File: config.mk
export PLATFORM = sky130hd
export DESIGN_NAME = tube_line_interlock_sequencer_flat
export DESIGN_NICKNAME = d
export VERILOG_FILES = /design/src/rtl/tlis_pkg.sv /design/src/rtl/tlis_ifs.sv /design/src/rtl/tlis_result_fifo.sv /design/src/rtl/tube_line_interlock_sequencer.sv /design/src/flat_wrapper.sv
export SDC_FILE = /design/constraint.sdc
export NUM_CORES = 1
export LEC_CHECK = 0
export BUFFER_PORTS_ARGS = -buffer_cell sky130_fd_sc_hd__buf_2
export CAP_MARGIN = 20
export CORE_ASPECT_RATIO = 1.2
export CORE_MARGIN = 2
export CORE_UTILIZATION = 57
export DETAILED_ROUTE_END_ITERATION = 7
export GPL_ROUTABILITY_DRIVEN = 1
export GPL_TIMING_DRIVEN = 0
export MAX_ROUTING_LAYER = met4
export PLACE_DENSITY_LB_ADDON = 0.12
export SLEW_MARGIN = 20
export SYNTH_ARGS = -nofsm -noshare
export SYNTH_HDL_FRONTEND = slang
export SYNTH_HIERARCHICAL = 1
export SYNTH_SLANG_ARGS = --single-unit
export TNS_END_PERCENT = 1
File: constraint.sdc
create_clock -name clk -period 5.1 [get_ports clk]
set_clock_uncertainty 0.15 [all_clocks]
set_input_delay 0.765 -clock clk [delete_from_list [all_inputs] [get_ports clk]]
set_output_delay 0.765 -clock clk [all_outputs]
set_load 0.05 [all_outputs]
File: src/rtl/tlis_pkg.sv
// Shared types, constants and tick update function for the tube line interlock sequencer.
package tlis_pkg;

	localparam int WordW      = 14;
	localparam int TicksW     = 9;
	localparam int LimitW     = 9;
	localparam int FifoDepth  = 4;
	localparam int ApbDataW   = 32;
	localparam int ApbAddrW   = 3;

	localparam logic [LimitW-1:0] LimitReset = 9'd300;

	// Register addresses on the configuration port
	localparam logic [ApbAddrW-1:0] AddrRollingLimit = 3'd0;

	// Sensor bits
	localparam logic [WordW-1:0] SShootAEnd  = 14'h0001;
	localparam logic [WordW-1:0] SHomeA      = 14'h0002;
	localparam logic [WordW-1:0] SShootBEnd  = 14'h0004;
	localparam logic [WordW-1:0] SHomeB      = 14'h0008;
	localparam logic [WordW-1:0] SRail       = 14'h0040;
	localparam logic [WordW-1:0] SRoll       = 14'h0080;
	localparam logic [WordW-1:0] SSweep      = 14'h0100;
	localparam logic [WordW-1:0] SEntry      = 14'h0400;
	localparam logic [WordW-1:0] SConvB      = 14'h0800;
	localparam logic [WordW-1:0] STargetRdy  = 14'h1000;

	// Actuator bits
	localparam logic [WordW-1:0] AConvC      = 14'h0001;
	localparam logic [WordW-1:0] AConvA      = 14'h0004;
	localparam logic [WordW-1:0] ABRecoil    = 14'h0008;
	localparam logic [WordW-1:0] AConvB      = 14'h0010;
	localparam logic [WordW-1:0] AShootA     = 14'h0020;
	localparam logic [WordW-1:0] AShootB     = 14'h0080;
	localparam logic [WordW-1:0] ARoll       = 14'h0100;
	localparam logic [WordW-1:0] ASweep      = 14'h0200;
	localparam logic [WordW-1:0] AFeedB      = 14'h0400;
	localparam logic [WordW-1:0] AARecoil    = 14'h0800;

	typedef struct packed {
		logic [WordW-1:0]  drive;
		logic              shoot_a;
		logic              shoot_b;
		logic              ready_a;
		logic              ready_b;
		logic [TicksW-1:0] ticks;
	} state_t;

	typedef struct packed {
		logic [WordW-1:0] word;
		logic             last;
	} result_t;

	typedef struct packed {
		state_t           nxt;
		logic             extra;
		logic [WordW-1:0] mid_word;
	} tick_t;

	// Toggle a bit only when it was set at the start of the tick
	function automatic logic [WordW-1:0] cond_clear(input logic [WordW-1:0] cur,
		input logic [WordW-1:0] start, input logic [WordW-1:0] bit_mask);
		logic [WordW-1:0] r;
		r = cur;
		if ((start & bit_mask) != '0) r = cur ^ bit_mask;
		return r;
	endfunction

	function automatic tick_t tick_update(input logic [WordW-1:0] s, input state_t st,
		input logic [LimitW-1:0] limit);
		logic [WordW-1:0] v;
		logic [WordW-1:0] start;
		logic [TicksW:0]  cnt;
		tick_t            t;
		start = st.drive;
		v = st.drive;
		t.nxt = st;
		t.extra = 1'b0;
		t.mid_word = st.drive;
		cnt = {1'b0, st.ticks} + 1'b1;

		if ((s & SEntry) != '0) v = v | AConvA;
		if ((s & SSweep) != '0) begin
			v = v | ASweep | AFeedB;
			v = cond_clear(v, start, AConvA);
		end
		if ((s & SConvB) != '0) begin
			v = cond_clear(v, start, ASweep);
			v = cond_clear(v, start, AFeedB);
			v = v | AConvB;
		end

		if (((s & SRoll) != '0) && st.ready_a) begin
			v = cond_clear(v, start, AConvB);
			v = v | ARoll;
			if (cnt > {1'b0, limit}) begin
				t.nxt.ticks = '0;
				v = v ^ ARoll;
				t.mid_word = v;
				t.extra = 1'b1;
				t.nxt.shoot_a = 1'b1;
				t.nxt.ready_a = 1'b0;
			end else begin
				t.nxt.ticks = cnt[TicksW-1:0];
			end
		end

		if (t.nxt.shoot_a) begin
			v = v | AConvC;
			v = cond_clear(v, start, ARoll);
			if ((s & SShootAEnd) == '0) begin
				v = v | AARecoil | AShootA;
			end else begin
				v = cond_clear(v, start, AARecoil);
				v = cond_clear(v, start, AShootA);
				t.nxt.shoot_a = 1'b0;
			end
		end

		if (((s & SRail) != '0) && t.nxt.ready_b) begin
			v = cond_clear(v, start, AConvC);
			if ((s & STargetRdy) != '0) t.nxt.shoot_b = 1'b1;
		end

		if (t.nxt.shoot_b) begin
			if ((s & SShootBEnd) == '0) begin
				v = v | AShootB;
			end else begin
				v = cond_clear(v, start, AShootB);
				t.nxt.shoot_b = 1'b0;
				t.nxt.ready_b = 1'b0;
			end
		end

		if (((s & SHomeA) == '0) && !t.nxt.shoot_a) begin
			v = v | AARecoil;
		end else begin
			v = cond_clear(v, start, AARecoil);
			t.nxt.ready_a = 1'b1;
		end

		if (((s & SHomeB) == '0) && !t.nxt.shoot_b) begin
			v = v | AShootB | ABRecoil;
		end else begin
			v = cond_clear(v, start, AShootB);
			v = cond_clear(v, start, ABRecoil);
			t.nxt.ready_b = 1'b1;
		end

		t.nxt.drive = v;
		return t;
	endfunction

endpackage

File: src/rtl/tlis_ifs.sv
// Stream interfaces for sensor ticks and actuator words.
interface tlis_in_if;
	logic                        valid;
	logic                        ready;
	logic [tlis_pkg::WordW-1:0]  sensor_word;
	modport source (output valid, output sensor_word, input ready);
	modport sink (input valid, input sensor_word, output ready);
endinterface

interface tlis_out_if;
	logic                        valid;
	logic                        ready;
	logic [tlis_pkg::WordW-1:0]  actuator_word;
	logic                        last_of_tick;
	modport source (output valid, output actuator_word, output last_of_tick, input ready);
	modport sink (input valid, input actuator_word, input last_of_tick, output ready);
endinterface

File: src/rtl/tlis_result_fifo.sv
// Small result queue taking one or two actuator words per push.
module tlis_result_fifo #(
	parameter int Depth = tlis_pkg::FifoDepth
) (
	input  logic               clk,
	input  logic               arst_n,
	input  logic               push,
	input  logic               push_two,
	input  tlis_pkg::result_t  data_a,
	input  tlis_pkg::result_t  data_b,
	output logic               room,
	tlis_out_if.source         actuator
);
	import tlis_pkg::*;

	localparam int PtrW = (Depth > 1) ? $clog2(Depth) : 1;
	localparam int CntW = $clog2(Depth + 1);

	result_t           mem_q [Depth];
	logic [PtrW-1:0]   wr_q;
	logic [PtrW-1:0]   rd_q;
	logic [CntW-1:0]   count_q;
	logic [PtrW-1:0]   wr_next1;
	logic [PtrW-1:0]   wr_next2;
	logic              pop;
	logic [CntW-1:0]   push_n;

	function automatic logic [PtrW-1:0] ptr_inc(input logic [PtrW-1:0] p);
		logic [PtrW-1:0] r;
		if (p == PtrW'(Depth - 1)) r = '0;
		else r = p + 1'b1;
		return r;
	endfunction

	assign wr_next1 = ptr_inc(wr_q);
	assign wr_next2 = ptr_inc(wr_next1);
	assign pop = actuator.valid && actuator.ready;
	assign push_n = push ? (push_two ? CntW'(2) : CntW'(1)) : '0;
	assign room = (count_q <= CntW'(Depth - 2));

	assign actuator.valid         = (count_q != '0);
	assign actuator.actuator_word = mem_q[rd_q].word;
	assign actuator.last_of_tick  = mem_q[rd_q].last;

	always_ff @(posedge clk) begin
		if (push) begin
			mem_q[wr_q] <= data_a;
			if (push_two) mem_q[wr_next1] <= data_b;
		end
	end

	always_ff @(posedge clk or negedge arst_n) begin
		if (!arst_n) begin
			wr_q    <= '0;
			rd_q    <= '0;
			count_q <= '0;
		end else begin
			if (push) wr_q <= push_two ? wr_next2 : wr_next1;
			if (pop) rd_q <= ptr_inc(rd_q);
			count_q <= count_q + push_n - (pop ? CntW'(1) : CntW'(0));
		end
	end

endmodule

File: src/rtl/tube_line_interlock_sequencer.sv
// Top level of the tube line interlock sequencer: input stage, tick logic, config port.
// Path: a sensor word is held in the input stage register, and once the queue has room for two
// words its tick is written into the result queue, from which the first actuator word is offered.
// Throughput: one tick per cycle while ticks give one word each and the queue keeps room; a rolling
// timeout tick gives two words, which leave the output one after the other.
// Reset (arst_n low, asynchronous): drive word, flags and rolling counter clear,
// rolling_limit returns to 300 and the result queue empties.
module tube_line_interlock_sequencer #(
	parameter int FifoDepth = tlis_pkg::FifoDepth
) (
	input  logic                            clk,
	input  logic                            arst_n,
	tlis_in_if.sink                         sensor,
	tlis_out_if.source                      actuator,
	input  logic                            psel,
	input  logic                            penable,
	input  logic                            pwrite,
	input  logic [tlis_pkg::ApbAddrW-1:0]   paddr,
	input  logic [tlis_pkg::ApbDataW-1:0]   pwdata,
	output logic [tlis_pkg::ApbDataW-1:0]   prdata,
	output logic                            pready
);
	import tlis_pkg::*;

	// Input stage: one sensor word waiting for the tick logic
	logic              valid_s1;
	logic [WordW-1:0]  sensor_s1;

	// Interlock state carried from tick to tick
	state_t            state_q;
	logic [LimitW-1:0] limit_q;

	tick_t             tick;
	logic              room;
	logic              advance;
	logic              cfg_wr;
	result_t           res_a;
	result_t           res_b;

	// Configuration port: no wait states; writes land on the access phase
	assign pready = 1'b1;
	assign cfg_wr = psel && penable && pwrite && (paddr[ApbAddrW-1] == AddrRollingLimit[ApbAddrW-1]);
	assign prdata = (paddr[ApbAddrW-1] == AddrRollingLimit[ApbAddrW-1])
		? ApbDataW'(limit_q) : '0;

	always_ff @(posedge clk or negedge arst_n) begin
		if (!arst_n) begin
			limit_q <= LimitReset;
		end else if (cfg_wr) begin
			limit_q <= pwdata[LimitW-1:0];
		end
	end

	// Advance the held tick once the queue can take two words, whatever the tick yields
	assign advance = valid_s1 && room;
	assign sensor.ready = !valid_s1 || room;

	always_ff @(posedge clk or negedge arst_n) begin
		if (!arst_n) begin
			valid_s1 <= 1'b0;
		end else if (sensor.ready) begin
			valid_s1 <= sensor.valid;
		end
	end

	always_ff @(posedge clk) begin
		if (sensor.ready && sensor.valid) sensor_s1 <= sensor.sensor_word;
	end

	// Whole interlock update for one tick, from the held sensor word and current state
	assign tick = tick_update(sensor_s1, state_q, limit_q);

	always_ff @(posedge clk or negedge arst_n) begin
		if (!arst_n) begin
			state_q <= '0;
		end else if (advance) begin
			state_q <= tick.nxt;
		end
	end

	// A timeout tick pushes the intermediate word first, then the final one
	always_comb begin
		if (tick.extra) begin
			res_a.word = tick.mid_word;
			res_a.last = 1'b0;
		end else begin
			res_a.word = tick.nxt.drive;
			res_a.last = 1'b1;
		end
		res_b.word = tick.nxt.drive;
		res_b.last = 1'b1;
	end

	tlis_result_fifo #(
		.Depth (FifoDepth)
	) u_result_fifo (
		.clk      (clk),
		.arst_n   (arst_n),
		.push     (advance),
		.push_two (tick.extra),
		.data_a   (res_a),
		.data_b   (res_b),
		.room     (room),
		.actuator (actuator)
	);

endmodule
File: src/flat_wrapper.sv
// flat-port wrapper written by rule: the top's interface ports become plain ports
module tube_line_interlock_sequencer_flat import tlis_pkg::*;
#(
	parameter int FifoDepth = tlis_pkg::FifoDepth
)
  (clk, arst_n, psel, penable, pwrite, paddr, pwdata, prdata, pready, sensor_valid, sensor_sensor_word, sensor_ready, actuator_valid, actuator_actuator_word, actuator_last_of_tick, actuator_ready);
  tlis_in_if sensor_i ();
  tlis_out_if actuator_i ();
  input  logic clk;
  input  logic arst_n;
  input  logic psel;
  input  logic penable;
  input  logic pwrite;
  input  logic [tlis_pkg::ApbAddrW-1:0] paddr;
  input  logic [tlis_pkg::ApbDataW-1:0] pwdata;
  output logic [tlis_pkg::ApbDataW-1:0] prdata;
  output logic pready;
  input wire logic [$bits(sensor_i.valid)-1:0] sensor_valid;
  input wire logic [$bits(sensor_i.sensor_word)-1:0] sensor_sensor_word;
  output wire logic [$bits(sensor_i.ready)-1:0] sensor_ready;
  output wire logic [$bits(actuator_i.valid)-1:0] actuator_valid;
  output wire logic [$bits(actuator_i.actuator_word)-1:0] actuator_actuator_word;
  output wire logic [$bits(actuator_i.last_of_tick)-1:0] actuator_last_of_tick;
  input wire logic [$bits(actuator_i.ready)-1:0] actuator_ready;
  assign sensor_i.valid = sensor_valid;
  assign sensor_i.sensor_word = sensor_sensor_word;
  assign sensor_ready = sensor_i.ready;
  assign actuator_valid = actuator_i.valid;
  assign actuator_actuator_word = actuator_i.actuator_word;
  assign actuator_last_of_tick = actuator_i.last_of_tick;
  assign actuator_i.ready = actuator_ready;
  tube_line_interlock_sequencer #(.FifoDepth(FifoDepth)) u_core (.clk(clk), .arst_n(arst_n), .sensor(sensor_i), .actuator(actuator_i), .psel(psel), .penable(penable), .pwrite(pwrite), .paddr(paddr), .pwdata(pwdata), .prdata(prdata), .pready(pready));
endmodule
==> flow_metrics.env <==
export IMPL_std_cell_rows=40
export IMPL_fmax_mhz=220.1
export IMPL_wl_per_cell_um=15.51
export IMPL_postSynthCellCount=462
export IMPL_num_io_pins=106
export IMPL_ys_flop_type="edfxtp_1"
export IMPL_antenna_left=0
export IMPL_hp_start="u_core/limit_q[6]"
export IMPL_core_um2=10110
export IMPL_yosys_area_share_simple_pct=9.221
export IMPL_slew_viol_final=0
export IMPL_holdPathEnd="u_core/limit_q[6]"
export IMPL_grt_pass1_wl_mm=18.31
export IMPL_yosysWarnings=6
export IMPL_rsz0062_at_grt="no"
export IMPL_fp_dieH_um=116.0
export IMPL_crit_chain="ha_1 > nand3_1 > nor3_1 > xnor2_1 > ha_1 > nand3_1 > nor2_1 > or4_4 > o21ai_4 > inv_4 > buf_6 > inv_1 > nand2_1 > ha_1 > inv_1 > ha_1 > inv_1 > fa_1 > xor2_1 > xnor2_1"
export IMPL_synth_edf_count=70
export IMPL_globalRouteTotalUtil_pct=21.63
export IMPL_fillers=772
export IMPL_cts_repair_resized=0
export IMPL_holdWs_ns=0.3573
export IMPL_end_kind="flip-flop"
export IMPL_grt_start_max_net_pins=41
export IMPL_drive_gt1_share_pct=36.04
export IMPL_grt_antenna_before_repair=0
export IMPL_worstSetupPathType="flip-flop to flip-flop"
export IMPL_slowest_stage="or4_4"
export IMPL_diodes=0
export IMPL_drc_errors=0
export IMPL_critPathLaunchType="flip-flop"
export IMPL_ys_ff_latch=110
export IMPL_whs_path_depth=1
export IMPL_die_area_um2=11290
export IMPL_grt_ovfl_total=0
export IMPL_portBuffers=51
export IMPL_htree_num_levels=3
export IMPL_min_period_ns=4.544
export IMPL_ff2ff_path_depth=20
export IMPL_post_dp_cell_area_um2=6650
export IMPL_syn2layout_area_growth_pct=16.57
export IMPL_final_hold_viol_count=0
export IMPL_wl_mm=11.12
export IMPL_finalSetupViolCount=0
export IMPL_cpMostUsedCell="ha_1"
export IMPL_cts_path_max_buffers=2
export IMPL_via_per_inst=5.205
export IMPL_cts_tree="done"
export IMPL_syn_area_per_cell_um2=12.89
export IMPL_hold_path_class="flip-flop to flip-flop"
export IMPL_max_cap_violations=0
export IMPL_clk_pin_slew_ns=0.07
export IMPL_cp_arrival_ns=4.63
export IMPL_final_instance_count_excl_fill=717
export IMPL_synthMuxAreaShare_pct=20.31
export IMPL_ys_seq_area_share_pct=52.17
export IMPL_gp_congestion=0.7755
export IMPL_synth_top_family_by_area="multiplexers"
export IMPL_synth_area_um2=5957
export IMPL_drt_iter0_drc=132
export IMPL_synth_compound_area_share_pct=6.049
export IMPL_initial_utilization_pct=58.92
export IMPL_setup_tns_ns=0
export IMPL_fp_dieW_um=97.32
export IMPL_via_count=3732
export IMPL_r2r_slack_ns=0.56
export IMPL_clk_latency_ns=0.35
export IMPL_irDropWorstVdd_mv=0.3513
export IMPL_ctsHoldBuffers=0
export IMPL_cts_buffers=9
export IMPL_status="finished clean"
export IMPL_dpl_hpwl_mm=7.924
export IMPL_synthAdderAreaFrac_pct=4.537
export IMPL_grt_pass1_vias=3616
export IMPL_cp_startpoint="u_core/state_q[0]"
export IMPL_fin_crit_sh_pct=89.11
export IMPL_place_inst=701
export IMPL_firstDrtPassIters=4
export IMPL_post_cts_setup_buffers=0
export IMPL_async_flop_share_pct=36.36
export IMPL_leakage_nw=2.926
export IMPL_powerDensity_nw_per_um2=535.7
export IMPL_r2r_start="u_core/state_q[0]"
export IMPL_yosysUniqueCellTypes=61
export IMPL_finalInstanceArea_um2=6944
export IMPL_worstPathMaxFanout=12
export IMPL_root_buffer="clkbuf_16"
export IMPL_cts_num_sinks=110
export IMPL_regToRegEndpoint="u_core/u_result_fifo/count_q[2]"
export IMPL_max_stage_delay_ns=0.53
export IMPL_crit_required_ns=5.19
export IMPL_slew_headroom_pct=38.76
export IMPL_synth_xor_area_share_pct=1.470
export IMPL_final_nets=663
export IMPL_worst_slew_pin_slew_ns=0.9185
-- per-layer routing --
| metal | GRT usage (%) | vias to the layer above | share of wire, % |
|---|---|---|---|
| li1 | - | 1860 | - |
| met1 | 27.21 | 1793 | 44 |
| met2 | 36.48 | 70 | 51 |
| met3 | 2.473 | 9 | 3.4 |
| met4 | 8.519 | 0 | 1.5 |
| met5 | - | - | 0 |
-- worst max path at each step --
| stage | end | slack (ns) | depth (start not counted) |
|---|---|---|---|
| floorplan | u_core/u_result_fifo/count_q[2] | 1.01 | 20 |
| global placement | u_core/u_result_fifo/count_q[2] | 0.59 | 20 |
| detailed placement | u_core/u_result_fifo/count_q[2] | 0.57 | 20 |
| CTS | u_core/u_result_fifo/count_q[2] | 0.56 | 20 |
| global route | u_core/u_result_fifo/count_q[2] | 0.16 | 20 |
| finish | u_core/u_result_fifo/count_q[2] | 0.56 | 20 |
-- cell type report --
type | instances | area (um^2) | share of cell area (%)
clock inverters | 7 | 68.82 | 0.9910
multi-input cells | 347 | 2713 | 39.06
plain buffers | 39 | 271.5 | 3.910
flip-flops and latches | 110 | 3108 | 44.76
well taps | 126 | 157.7 | 2.270
inverters | 24 | 92.59 | 1.333
clock buffers | 9 | 225.2 | 3.243
repair buffers | 55 | 307.8 | 4.432
-- report_power, final --
| part | internal (mW) | leakage (nW) | switching [mW] |
|---|---|---|---|
| registers | 1.25 | 1.11 | 0.129 |
| clock network | 0.382 | 0.146 | 0.316 |
| logic | 0.610 | 1.67 | 1.04 |
| total | 2.24 | 2.93 | 1.48 |
-- cell families after synthesis --
group,Yosys count
xor+xnor,10
buf+inv,63
mux,93
flops,110
compound gates,56
simple gates,107
fa+ha+maj,21
other cells,2
-- flip-flops by register name, indices dropped and copies added, names as in the netlist --
register,count
u_core/u_result_fifo/mem_q,60
u_core/state_q,23
u_core/sensor_s1,10
u_core/limit_q,9
u_core/u_result_fifo/count_q,3
u_core/u_result_fifo/rd_q,2
u_core/u_result_fifo/wr_q,2
u_core/valid_s1,1
-- Yosys cell counts (2+ instances only) --
master	n	area (um^2)
o21ai_1	10	50.05
mux2_2	72	810.8
nor2_1	27	101.4
buf_6	2	22.52
inv_2	2	7.510
buf_4	28	210.2
dfrtp_1	36	900.9
o21ai_0	4	20.02
ha_1	20	250.2
a21o_1	3	22.52
o21ai_4	2	32.53
xnor2_1	8	70.07
a21oi_1	20	100.1
nand3_2	3	30.03
nand3_1	7	35.03
a31oi_1	3	18.77
edfxtp_1	70	2102
mux2i_1	5	50.05
or3_1	2	12.51
dfstp_2	4	105.1
o22ai_1	2	12.51
nor2b_1	9	56.30
nand2_1	35	131.4
and2_1	2	12.51
conb_1	2	7.510
nor3b_1	2	15.01
clkbuf_1	3	11.26
mux4_2	15	337.8
o21a_1	3	22.52
inv_1	20	75.07
buf_2	4	20.02
nand2b_1	4	25.02
xor2_1	2	17.52
nor3_1	3	15.01
buf_1	2	7.510
-- metrics by stage --
step | power [mW] | setup slack, ns | utilization, %
after CTS | 3.752 | 0.5572 | 68.69
after global placement | 2.951 | 0.5935 | 65.16
after detailed placement | 3.043 | 0.5726 | 65.78
after global routing | 3.951 | 0.1559 | 68.69
after floorplan | 2.660 | 1.006 | -
final | 3.720 | 0.5556 | 68.69
-- critical path, delay by kind of cell (launching register included) --
kind | cells | cell delay [ns]
adders and majority gates | 5 | 1.33
and+or+nand+nor | 6 | 1.09
buffers and inverters | 5 | 0.50
xor gates and xnor gates | 3 | 0.49
DFF | 1 | 0.45
AOI/OAI and AO/OA | 1 | 0.42
-- layout by cell type (no fill, tap or decap), drive strengths merged, types with 5 or more instances in the layout --
| master | instances |
|---|---|
| nor2b | 9 |
| mux2i | 5 |
| nor2 | 28 |
| nand2 | 36 |
| dfrtp | 36 |
| edfxtp | 70 |
| o21ai | 16 |
| conb | 60 |
| a21oi | 20 |
| inv | 26 |
| nand3 | 11 |
| mux2 | 73 |
| mux4 | 15 |
| clkbuf | 12 |
| ha | 20 |
| buf | 91 |
| xnor2 | 8 |
Note: power is estimated with default switching activity, not from simulation.
